==> src/rder_pkg.sv <==
// Shared constants and types for the rotary/tone extension ringer.
// Used by rotary_dtmf_extension_ringer_unit and its testbench; depends on nothing else.
`default_nettype none

package rder_pkg;

	// Number of extensions that have a buzzer line, and the width of the line bus.
	localparam int NUM_EXTENSIONS = 8;
	localparam int LINE_W         = 8;

	// Widths of the configuration port.
	localparam int CFG_INDEX_W = 3;
	localparam int CFG_DATA_W  = 16;

	// Timing constants in milliseconds.
	localparam int UPTIME_STOP   = 10000;
	localparam int SECOND_MSECS  = 1000;
	localparam int LED_ON1_END   = 150;
	localparam int LED_ON2_START = 300;
	localparam int LED_ON2_END   = 450;

	// Register values after reset.
	localparam logic [9:0]  TICK_RST    = 10'd2;
	localparam logic [15:0] GAP_RST     = 16'd200;
	localparam logic [15:0] BUZZ_RST    = 16'd800;
	localparam logic [13:0] STARTUP_RST = 14'd500;
	localparam logic [4:0]  INT_MAX_RST = 5'd15;
	localparam logic [4:0]  RISE_RST    = 5'd10;
	localparam logic [4:0]  FALL_RST    = 5'd4;

	// Configuration register indexes.
	typedef enum logic [CFG_INDEX_W-1:0] {
		REG_TICK_MSECS,
		REG_GAP_LIMIT_MSECS,
		REG_BUZZ_TIME_MSECS,
		REG_STARTUP_WAIT_MSECS,
		REG_INTEGRATOR_MAX,
		REG_RISE_LEVEL,
		REG_FALL_LEVEL
	} cfg_reg_t;

	// Where the reported digit came from.
	typedef enum logic [1:0] {
		SRC_NONE   = 2'd0,
		SRC_TONE   = 2'd1,
		SRC_ROTARY = 2'd2
	} digit_src_t;

endpackage

`default_nettype wire

==> src/rotary_dtmf_extension_ringer_unit.sv <==
// Top level of the rotary/tone extension ringer: debounce, pulse counting,
// buzzer line drive and heartbeat LED. Depends on rder_pkg.
`default_nettype none

// One input word is one loop tick. The block takes a word in every cycle
// in which the input side is not stalled.
// The word is captured in an input register. The whole tick update (LED
// fraction, tone selection, integrator, dial sequencer, buzz timer and phase
// counter) is one combinational pass from that register and the state
// registers, and the result lands in an output register. The sustained rate is
// one word per cycle while the output side takes words. A waiting result still
// lets one more word into the input register, and the input side stalls only
// while both registers are full. There is no clearing pass after reset.
module rotary_dtmf_extension_ringer_unit (
	input  wire logic                              clk,
	input  wire logic                              arst_n,
	// Configuration write port
	input  wire logic                              cfg_we,
	input  wire logic [rder_pkg::CFG_INDEX_W-1:0]  cfg_index,
	input  wire logic [rder_pkg::CFG_DATA_W-1:0]   cfg_data,
	// Tick input stream
	input  wire logic                              s_tvalid,
	output      logic                              s_tready,
	input  wire logic [7:0]                        s_tdata,  // raw_pulse[0], tone_code[4:1], zero
	input  wire logic                              s_tuser,  // tone_strobe[0]
	// Result stream
	output      logic                              m_tvalid,
	input  wire logic                              m_tready,
	output      logic [15:0]                       m_tdata,  // buzzer_lines[7:0],
	                                                         // selected_digit[11:8],
	                                                         // status_led[12], zero
	output      logic [1:0]                        m_tuser   // digit_source[1:0]
);
	import rder_pkg::*;

	typedef enum logic [1:0] {
		DIAL_IDLE,
		DIAL_PULSE,
		DIAL_SPACE,
		DIAL_DONE
	} dial_mode_t;

	// Configuration registers
	logic [9:0]  tick_q;
	logic [15:0] gap_q;
	logic [15:0] buzz_time_q;
	logic [13:0] startup_q;
	logic [4:0]  int_max_q;
	logic [4:0]  rise_q;
	logic [4:0]  fall_q;

	// Tick state
	logic [4:0]  level_q;
	logic        clean_q;
	dial_mode_t  mode_q;
	logic [3:0]  count_q;
	logic [15:0] high_q;
	logic [15:0] low_q;
	logic [15:0] buzz_q;
	logic [13:0] uptime_q;
	logic [1:0]  phase_q;
	logic [9:0]  fraction_q;

	// Input register
	logic        valid_s1;
	logic        raw_s1;
	logic        strobe_s1;
	logic [3:0]  code_s1;

	// Output register
	logic        valid_s2;
	logic [7:0]  lines_s2;
	logic [3:0]  digit_s2;
	digit_src_t  src_s2;
	logic        led_s2;

	// Next-state values of one tick
	logic [10:0] frac_sum;
	logic [9:0]  frac_n;
	logic        led_n;
	logic        tone_hit;
	logic        rot_run;
	logic [4:0]  level_n;
	logic        clean_n;
	dial_mode_t  mode_n;
	logic [3:0]  count_n;
	logic [15:0] high_n;
	logic [15:0] low_n;
	logic [15:0] buzz_n;
	logic [1:0]  phase_n;
	logic [1:0]  phase_drv;
	logic [16:0] high_sum;
	logic [16:0] off_sum;
	logic [3:0]  rot_digit;
	logic [3:0]  digit_n;
	digit_src_t  src_n;
	logic [7:0]  lines_n;
	logic [13:0] uptime_n;
	logic [14:0] uptime_sum;

	logic        advance;
	logic        fire;
	logic        s_accept;

	// Handshake: the input register moves on whenever the output register is free.
	assign advance  = !valid_s2 || m_tready;
	assign fire     = valid_s1 && advance;
	assign s_tready = !valid_s1 || advance;
	assign s_accept = s_tvalid && s_tready;

	// Millisecond-within-second counter and heartbeat LED.
	always_comb begin
		frac_sum = {1'b0, fraction_q} + {1'b0, tick_q};
		if (frac_sum >= 11'(2 * SECOND_MSECS)) begin
			frac_n = 10'(frac_sum - 11'(2 * SECOND_MSECS));
		end else if (frac_sum >= 11'(SECOND_MSECS)) begin
			frac_n = 10'(frac_sum - 11'(SECOND_MSECS));
		end else begin
			frac_n = frac_sum[9:0];
		end
		led_n = (frac_n <= 10'(LED_ON1_END))
			|| ((frac_n >= 10'(LED_ON2_START)) && (frac_n <= 10'(LED_ON2_END)));
	end

	// A tone key with a nonzero code wins; otherwise the rotary path runs once the
	// power-up wait is over.
	assign tone_hit = strobe_s1 && (code_s1 != 4'd0);
	assign rot_run  = !tone_hit && (uptime_q >= startup_q);

	// Rotary path: integrator, dial sequencer and buzz timer.
	always_comb begin
		level_n   = level_q;
		clean_n   = clean_q;
		mode_n    = mode_q;
		count_n   = count_q;
		high_n    = high_q;
		low_n     = low_q;
		buzz_n    = buzz_q;
		phase_n   = phase_q;
		high_sum  = '0;
		off_sum   = '0;
		rot_digit = '0;
		if (rot_run) begin
			// Saturating integrator with hysteresis; rise is tested first.
			if (raw_s1) begin
				level_n = (level_q < int_max_q) ? level_q + 5'd1 : int_max_q;
			end else if (level_q != 5'd0) begin
				level_n = level_q - 5'd1;
			end
			if (level_n >= rise_q) begin
				clean_n = 1'b1;
			end else if (level_n <= fall_q) begin
				clean_n = 1'b0;
			end

			if (clean_n) begin
				// A pulse after idle or a finished digit starts a new sequence.
				if (mode_q == DIAL_IDLE || mode_q == DIAL_DONE) begin
					count_n = '0;
					high_n  = '0;
					buzz_n  = '0;
					phase_n = phase_q + 2'd1;
				end
				mode_n   = DIAL_PULSE;
				low_n    = '0;
				high_sum = {1'b0, high_n} + {7'b0, tick_q};
				high_n   = high_sum[16] ? 16'hFFFF : high_sum[15:0];
			end else if (mode_q == DIAL_PULSE || mode_q == DIAL_SPACE) begin
				// Falling edge of a pulse counts it; a long gap ends the digit.
				mode_n = DIAL_SPACE;
				if (high_q != 16'd0) begin
					high_n = '0;
					if (count_q != 4'hF) begin
						count_n = count_q + 4'd1;
					end
				end
				off_sum = {1'b0, low_q} + {7'b0, tick_q};
				low_n   = off_sum[16] ? 16'hFFFF : off_sum[15:0];
				if (off_sum > {1'b0, gap_q}) begin
					mode_n = DIAL_DONE;
					buzz_n = buzz_time_q;
				end
			end

			// Hold the finished digit for the buzz time, then clear the sequence.
			if (mode_n == DIAL_DONE && buzz_n != 16'd0) begin
				if (buzz_n <= {6'b0, tick_q}) begin
					mode_n  = DIAL_IDLE;
					count_n = '0;
					high_n  = '0;
					low_n   = '0;
					buzz_n  = '0;
					phase_n = phase_n + 2'd1;
				end else begin
					buzz_n    = buzz_n - {6'b0, tick_q};
					rot_digit = count_n;
				end
			end
		end
	end

	// Digit selection and buzzer line drive.
	always_comb begin
		if (tone_hit) begin
			digit_n = code_s1;
			src_n   = SRC_TONE;
		end else begin
			digit_n = rot_digit;
			src_n   = (rot_digit != 4'd0) ? SRC_ROTARY : SRC_NONE;
		end
		// The drive stage steps the phase once per tick; line toggles from its top bit.
		phase_drv = phase_n + 2'd1;
		if (digit_n >= 4'd1 && digit_n <= 4'(NUM_EXTENSIONS) && digit_n <= 4'(LINE_W)) begin
			lines_n = LINE_W'(phase_drv[1]) << (digit_n - 4'd1);
		end else begin
			lines_n = '0;
		end
	end

	// Uptime counts until it reaches its stop value.
	always_comb begin
		uptime_sum = {1'b0, uptime_q} + {5'b0, tick_q};
		uptime_n   = (uptime_q < 14'(UPTIME_STOP)) ? uptime_sum[13:0] : uptime_q;
	end

	// Configuration, state, input and output registers.
	always_ff @(posedge clk or negedge arst_n) begin
		if (!arst_n) begin
			tick_q      <= TICK_RST;
			gap_q       <= GAP_RST;
			buzz_time_q <= BUZZ_RST;
			startup_q   <= STARTUP_RST;
			int_max_q   <= INT_MAX_RST;
			rise_q      <= RISE_RST;
			fall_q      <= FALL_RST;
			level_q     <= '0;
			clean_q     <= 1'b0;
			mode_q      <= DIAL_IDLE;
			count_q     <= '0;
			high_q      <= '0;
			low_q       <= '0;
			buzz_q      <= '0;
			uptime_q    <= '0;
			phase_q     <= '0;
			fraction_q  <= '0;
			valid_s1    <= 1'b0;
			raw_s1      <= 1'b0;
			strobe_s1   <= 1'b0;
			code_s1     <= '0;
			valid_s2    <= 1'b0;
			lines_s2    <= '0;
			digit_s2    <= '0;
			src_s2      <= SRC_NONE;
			led_s2      <= 1'b0;
		end else begin
			if (cfg_we) begin
				unique case (cfg_index)
					REG_TICK_MSECS:         tick_q      <= cfg_data[9:0];
					REG_GAP_LIMIT_MSECS:    gap_q       <= cfg_data;
					REG_BUZZ_TIME_MSECS:    buzz_time_q <= cfg_data;
					REG_STARTUP_WAIT_MSECS: startup_q   <= cfg_data[13:0];
					REG_INTEGRATOR_MAX:     int_max_q   <= cfg_data[4:0];
					REG_RISE_LEVEL:         rise_q      <= cfg_data[4:0];
					REG_FALL_LEVEL:         fall_q      <= cfg_data[4:0];
					default: ;
				endcase
			end

			if (s_accept) begin
				valid_s1  <= 1'b1;
				raw_s1    <= s_tdata[0];
				strobe_s1 <= s_tuser;
				code_s1   <= s_tdata[4:1];
			end else if (advance) begin
				valid_s1  <= 1'b0;
			end

			if (advance) begin
				valid_s2 <= valid_s1;
			end

			if (fire) begin
				level_q    <= level_n;
				clean_q    <= clean_n;
				mode_q     <= mode_n;
				count_q    <= count_n;
				high_q     <= high_n;
				low_q      <= low_n;
				buzz_q     <= buzz_n;
				uptime_q   <= uptime_n;
				phase_q    <= phase_drv;
				fraction_q <= frac_n;
				digit_s2   <= digit_n;
				src_s2     <= src_n;
				led_s2     <= led_n;
				lines_s2   <= lines_n;
			end
		end
	end

	assign m_tvalid = valid_s2;
	assign m_tdata  = {3'b000, led_s2, digit_s2, lines_s2};
	assign m_tuser  = src_s2;

`ifndef SYNTHESIS
	// An idle dial sequencer has no leftover count or timers.
	a_idle_clear: assert property (@(posedge clk) disable iff (!arst_n)
		(mode_q == DIAL_IDLE) |-> (count_q == 4'd0 && high_q == 16'd0
			&& low_q == 16'd0 && buzz_q == 16'd0))
		else $error("dial idle with stale counters");

	// While a pulse is on the gap timer is held at zero, and in a gap the on-time is.
	a_pulse_low: assert property (@(posedge clk) disable iff (!arst_n)
		(mode_q == DIAL_PULSE) |-> (low_q == 16'd0))
		else $error("gap time running during pulse");
	a_space_high: assert property (@(posedge clk) disable iff (!arst_n)
		(mode_q == DIAL_SPACE) |-> (high_q == 16'd0))
		else $error("on-time left over in gap");

	// The fraction of a second always stays below one second.
	a_fraction: assert property (@(posedge clk) disable iff (!arst_n)
		fraction_q < 10'(SECOND_MSECS))
		else $error("second fraction out of range");

	// Every processed tick steps the buzzer phase.
	a_phase_step: assert property (@(posedge clk) disable iff (!arst_n)
		fire |=> (phase_q != $past(phase_q)))
		else $error("phase did not step");

	// An empty output register never blocks the input side.
	a_ready: assert property (@(posedge clk) disable iff (!arst_n)
		!valid_s2 |-> s_tready)
		else $error("input stalled with free output register");
`endif

endmodule

`default_nettype wire

==> config.mk <==
export PLATFORM = sky130hd
export DESIGN_NAME = rotary_dtmf_extension_ringer_unit
export DESIGN_NICKNAME = d
export VERILOG_FILES = /design/src/rder_pkg.sv /design/src/rotary_dtmf_extension_ringer_unit.sv
export SDC_FILE = /design/constraint.sdc
export NUM_CORES = 1
export LEC_CHECK = 0
export ABC_AREA = 1
export BUFFER_PORTS_ARGS = -buffer_cell sky130_fd_sc_hd__buf_2
export CAP_MARGIN = 20
export CORE_ASPECT_RATIO = 1.75
export CORE_UTILIZATION = 40
export CTS_CLUSTER_SIZE = 28
export DETAILED_ROUTE_END_ITERATION = 8
export PLACE_DENSITY = 0.68
export SLEW_MARGIN = 0
export SYNTH_ARGS = -nofsm -noshare
export SYNTH_HDL_FRONTEND = slang
export SYNTH_SLANG_ARGS = --single-unit
export TNS_END_PERCENT = 100
==> constraint.sdc <==
create_clock -name clk -period 11.33 [get_ports clk]
set_input_delay 2.266 -clock clk [delete_from_list [all_inputs] [get_ports clk]]
set_output_delay 2.266 -clock clk [all_outputs]
set_load 0.02 [all_outputs]
==> results.md, run 1 <==
* Worst path slowest cell: sky130_fd_sc_hd__dfstp_2
* FF-to-FF setup slack at 3250 ps
* Standard-cell row count at 85
* Buffer depth of the longest clock path at 2
* Global Route Usage Sum at 0.210
* Worst-path fanout max at 19
* Wl on met1 at 12500 um
* Type of the most critical hold path: flip-flop to flip-flop
* Start-to-end type of the worst setup path: flip-flop to flip-flop
* Most frequent standard cell in the layout excluding fill and tap cells: sky130_fd_sc_hd__nand2_1
* Detailed-route DRC error count at 0
* Worst endpoint data arrival time at 8470 ps
* Area contributors post-synth: sky130_fd_sc_hd__dfrtp_1 (32%), sky130_fd_sc_hd__nand2_1 (12%), sky130_fd_sc_hd__ha_1 (11%), sky130_fd_sc_hd__inv_1 (7.6%), sky130_fd_sc_hd__o21ai_0 (7.2%)
* Antenna cells at 0
* Proportion of synthesized chip area in sequential cells at 0.360
* Reg-to-reg critical path endpoint: lines_s2[5]
* Detailed-routing iteration count for the pre-antenna-repair pass at 5
* Worst reg2reg path startpoint: tick_q[1]
* Post-synth ARST share at 1.00
* Starting utilization of the core area at 0.408
* Crit start category: flip-flop
* Cell at the root of the clock tree: sky130_fd_sc_hd__clkbuf_16
* Worst setup margin at 3250 ps
* Fraction of layout cells with a size suffix above 1 at 0.0896
* Most used DFF post-synth: sky130_fd_sc_hd__dfrtp_1
* Final #Nets at 1839
* Final core utilization at 0.445
* Final Slew Violations at 0
* Synthesized flop and latch total at 180
* Number of flops mapped to enable cells by yosys at 0
* Count of yosys warnings during synthesis at 0
* Via total after detailed routing at 11092
* Die H at 237 um
* Top cell type by total area after synthesis: sky130_fd_sc_hd__dfrtp_1
* Actual transition at the worst max-transition pin at 1030 ps
* Number of buffers added for setup after CTS at 0
* Top library cells by usage in the layout, fill and taps aside: sky130_fd_sc_hd__nand2_1 (393), sky130_fd_sc_hd__inv_1 (256), sky130_fd_sc_hd__o21ai_0 (180), sky130_fd_sc_hd__dfrtp_1 (160), sky130_fd_sc_hd__ha_1 (106)
* First-pass GRT wire length at 52600 um
* Placed Cells incl. Taps at 2067
* Max-capacitance violation count at 0
* Number of hold buffers added after CTS at 0
* Fmax achieved at 124 MHz
* Amount of wire on met3 after detailed routing at 883 um
* Total die area at 0.0322 sq mm
* Min Tclk post-route at 8080 ps
* Number of hold violations in the final report at 0
* Top Ports at 53
* Total of buffers placed on input and output ports at 46
* Area growth from synthesis to final layout at 9.07%
* Post-Synthesis Cells at 1669
* Highest metal layer used by the detailed router: met4
* Vias per cell at 5.28
* Count of placed standard cells in the final layout, fillers left out at 2099
* Sink count of the clock tree at 180
* Clock edge transition at the registers on the reported setup and hold paths at 80 ps
* Post-Route WL at 32300 um
* GPL Wtd Cong at 0.872
* Worst Setup Slack post-DPL at 3280 ps
* Count of distinct cell types in the synthesized netlist at 53
* Endpoint kind of the worst setup timing path: flip-flop
* Unrepaired setup endpoints after global routing: false
* Residual overflow from global routing at 0
* Setup tns final at 0 ps
* WP data required at 11720 ps
* Number of buffers added by the clock tree synthesis step at 17
* Clock latency of the later-clocked register in the worst-skew pair at 450 ps
* Status: finished clean
* Dpl hpwl at 24000 um
* Fill cell count at 3119
* Core Area at 0.0308 sq mm
* Worst slew slack as a fraction of its limit at 0.312
* CTS tree: yes
* Storage cell area at 0.00453 sq mm
* Area of the multi-input gates at 0.00682 sq mm
* Beginning of the critical path: tick_q[1]
* Chip Width at 136 um
* Met2 WL at 17300 um
* Largest net degree at the start of global routing at 109
* Number of H-tree levels at 4
* Initial antenna violation count at 0
* Number of nets still failing antenna checks after routing at 0
* Crit-path max cell delay at 740 ps
* Critical path endpoint: lines_s2[5]
* Cell area after synthesis at 0.0126 sq mm
* Per-cell routed wire length at 15.4 um
* Final period util at 0.713
* Most used cell along the critical path: sky130_fd_sc_hd__nand2_1
* Number of global-route vias before repair at 11025
* Skew final at 11.0 ps
* Final-report setup violation count at 0
* Post-synth top area share at 0.319
* Count of cells along the worst register-to-register path at 54
* Per-instance average area after synthesis at 7.53 sq um
* Number of resized instances in the post-cts repair step at 0
* Number of violations reported at the end of detailed-routing iteration 0 at 561
registers in the layout, indices dropped and copies added, names as in the netlist, 5 cells and up:
name / cells
gap_q: 16
buzz_q: 16
tick_q: 10
fall_q: 5
rise_q: 5
low_q: 16
buzz_time_q: 16
int_max_q: 5
level_q: 5
uptime_q: 14
fraction_q: 10
lines_s2: 8
startup_q: 14
high_q: 16
layout make-up:
type                    instances  share of cell area
repair buffers                 56              0.0227
clock buffers                  18              0.0320
clock inverters                14             0.00995
inverters                     261              0.0715
flip-flops and latches        180               0.330
well taps                     391              0.0357
multi-input cells            1179               0.498
cells in the mapped netlist (all sizes together) (16+ instances only):
library cell,instances
xor2,45
clkbuf,31
o21ai,191
a21oi,70
nor3,16
nand3,77
nor2,89
o22ai,46
nand4,40
buf,20
inv,260
ha,106
nand2,405
dfstp,20
dfrtp,160
routing by layer:
| layer | GRT usage | vias up |
|---|---|---|
| met3 | 0.0246 | 76 |
| met4 | 0.123 | 0 |
| met1 | 0.219 | 5256 |
| li1 | - | 5563 |
| met2 | 0.393 | 197 |
| met5 | 0 | - |
critical path: cells and delay by family, from the launching register on:
kind / cells / cell delay, ps
simple gates: 31 / 3430
compound gates: 12 / 1900
fa+ha+maj: 5 / 1470
flops: 1 / 740
buf+inv: 5 / 300
xor+xnor: 1 / 160
worst min-delay path by stage:
stage / from / end / slack, ps / cells after the start
floorplan: buzz_time_q[0] / buzz_time_q[0] / 450 / 2
global route: lines_s2[2] / lines_s2[2] / 500 / 2
CTS: lines_s2[2] / lines_s2[2] / 480 / 2
detailed placement: lines_s2[2] / lines_s2[2] / 460 / 2
global placement: lines_s2[5] / lines_s2[5] / 460 / 2
finish: lines_s2[2] / lines_s2[2] / 480 / 2
metrics by stage:
stage,hold slack [ps],area [sq um]
3_3_place_gp,462,13100
3_5_place_dp,461,13100
6_report,478,13700
4_1_cts,482,13700
2_1_floorplan,453,12600
5_1_grt,502,13700
logic make-up after synthesis:
family	Yosys count	share of synthesized area
DFF	180	0.360
xor gates and xnor gates	59	0.0411
other	1	0.000298
AOI/OAI and AO/OA	362	0.162
muxes	4	0.00348
adders and majority gates	111	0.113
and+or+nand+nor	640	0.222
buffers and inverters	312	0.0974
Power of run 1 is not shown: default switching activity piles up to over one toggle a cycle in this logic, so the estimate is an artifact.
==> run 2: changes to the inputs <==
clock period = 7.5 ns   (was 11.33 ns; I/O delays follow)
==> results.md, run 2 (synthesized netlist as in run 1, its figures left out) <==
* Vias per cell at 5.33 (+0.78%)
* Sink count of the clock tree at 180 (unchanged)
* Most used cell along the critical path: sky130_fd_sc_hd__nand2_1
* Detailed-routing iteration count for the pre-antenna-repair pass at 5 (unchanged)
* GPL Wtd Cong at 0.873 (about the same)
* Final Slew Violations at 0 (unchanged)
* Core Area at 0.0308 sq mm (unchanged)
* Global Route Usage Sum at 0.218 (+0.00852)
* Buffer depth of the longest clock path at 2 (unchanged)
* Clock latency of the later-clocked register in the worst-skew pair at 470 ps (+20 ps)
* Crit start category: flip-flop
* Max-capacitance violation count at 0 (unchanged)
* Total of buffers placed on input and output ports at 46 (unchanged)
* Number of violations reported at the end of detailed-routing iteration 0 at 685 (+22%)
* Standard-cell row count at 85 (unchanged)
* Worst slew slack as a fraction of its limit at 0.269 (-0.0430)
* Final #Nets at 1861 (+1.2%)
* Die H at 237 um (unchanged)
* Worst endpoint data arrival time at 7340 ps (-1130 ps)
* Largest net degree at the start of global routing at 69 (-37%)
* Residual overflow from global routing at 0 (unchanged)
* DP Area at 0.0133 sq mm (+1.1%)
* Actual transition at the worst max-transition pin at 1080 ps (+55.5 ps)
* Detailed-route DRC error count at 0 (unchanged)
* Worst path slowest cell: sky130_fd_sc_hd__dfstp_2
* Top library cells by usage in the layout, fill and taps aside: sky130_fd_sc_hd__nand2_1 (393), sky130_fd_sc_hd__inv_1 (255), sky130_fd_sc_hd__o21ai_0 (178), sky130_fd_sc_hd__dfrtp_1 (160), sky130_fd_sc_hd__ha_1 (103)
* Start-to-end type of the worst setup path: flip-flop to flip-flop
* Type of the most critical hold path: flip-flop to flip-flop
* Per-cell routed wire length at 15.6 um (+1.4%)
* Number of buffers added by the clock tree synthesis step at 17 (unchanged)
* Number of nets still failing antenna checks after routing at 0 (unchanged)
* Post-Route WL at 33100 um (+2.4%)
* Antenna cells at 0 (unchanged)
* Endpoint kind of the worst setup timing path: flip-flop
* Chip Width at 136 um (unchanged)
* Final-report setup violation count at 0 (unchanged)
* Hold Worst Slack at 479 ps (+0.799 ps)
* Fraction of layout cells with a size suffix above 1 at 0.108 (+0.0179)
* Number of hold violations in the final report at 0 (unchanged)
* Total die area at 0.0322 sq mm (unchanged)
* Setup tns final at 0 ps (unchanged)
* WP data required at 7900 ps (-3820 ps)
* Area growth from synthesis to final layout at 11.2%
* Fill cell count at 3156 (+1.2%)
* Fmax achieved at 144 MHz (+17%)
* Number of H-tree levels at 4 (unchanged)
* Final period util at 0.925 (+0.212)
* Min Tclk post-route at 6940 ps (-1150 ps)
* First-pass GRT wire length at 54900 um (+4.4%)
* CTS tree: yes
* Top Ports at 53 (unchanged)
* Most frequent standard cell in the layout excluding fill and tap cells: sky130_fd_sc_hd__nand2_1
* Final core utilization at 0.453 (+0.00888)
* Number of global-route vias before repair at 11501 (+4.3%)
* Clock edge transition at the registers on the reported setup and hold paths at 70 ps (about the same)
* Worst-path fanout max at 16 (-3)
* Initial antenna violation count at 0 (unchanged)
* Crit-path max cell delay at 540 ps (-200 ps)
* Via total after detailed routing at 11296 (+1.8%)
* Dpl hpwl at 24500 um (+2.1%)
* Starting utilization of the core area at 0.408 (unchanged)
* Status: finished clean
* Cell at the root of the clock tree: sky130_fd_sc_hd__clkbuf_16
* Area of all placed cells without fillers at 0.0140 sq mm (+2.0%)
* Skew final at 10.7 ps (-0.390 ps)
-- run 2: cell count changes in the layout (fill, tap and decap cells not counted), sizes merged --
cell	delta
bufinv	+2
clkbuf	+1
buf	+22
clkinv	-2
inv	-1
-- run 2: what timing repair did --
| action | in CTS | in global routing |
|---|---|---|
| setup buffers | 0 | 2 |
| resized for setup | 0 | 19 |
| hold buffers | 0 | 0 |
| endpoints found under the setup margin | 0 | 57 |
-- run 2: critical path, delay by kind of cell (launching register included) --
| family | cells | cell delay [ps] |
|---|---|---|
| simple gates | 30 | 3000 |
| compound gates | 12 | 1500 |
| fa+ha+maj | 4 | 1110 |
| flops | 1 | 540 |
| buf+inv | 6 | 530 |
| xor+xnor | 1 | 160 |
-- run 2: worst paths after layout --
path | startpoint | to | slack [ps] | cells after the start
min reg2reg | lines_s2[6] | lines_s2[6] | 480 | 2
max | tick_q[1] | lines_s2[5] | 560 | 53
min | lines_s2[6] | lines_s2[6] | 480 | 2
max in group asynchronous | arst_n | raw_s1 | 5130 | 2
min in group asynchronous | arst_n | fraction_q[9] | 1020 | 1
max reg2reg | tick_q[1] | lines_s2[5] | 560 | 53
-- run 2: routing by layer --
metal / track usage / wire length, um
met3: 0.0283 / 914
met5: 0 / 0
met2: 0.401 / 17500
met4: 0.142 / 2050
met1: 0.227 / 12700
-- run 2: final cells by class --
type                    instances  area [sq um]  area share
repair buffers                 78           504      0.0361
clock buffers                  19           443      0.0317
flip-flops and latches        180          4530       0.324
well taps                     391           489      0.0350
multi-input cells            1179          6890       0.493
inverters                     261           980      0.0701
clock inverters                13           144      0.0103
-- run 2: through the flow --
stage | setup WS (ps) | instances
after CTS | 40.3 | 2118
after global placement | 185 | 2086
after detailed placement | 95.7 | 2086
final | 562 | 2121
after global routing | -25.4 | 2121
after floorplan | 745 | 1671
Power of run 2 is left out for the same reason.
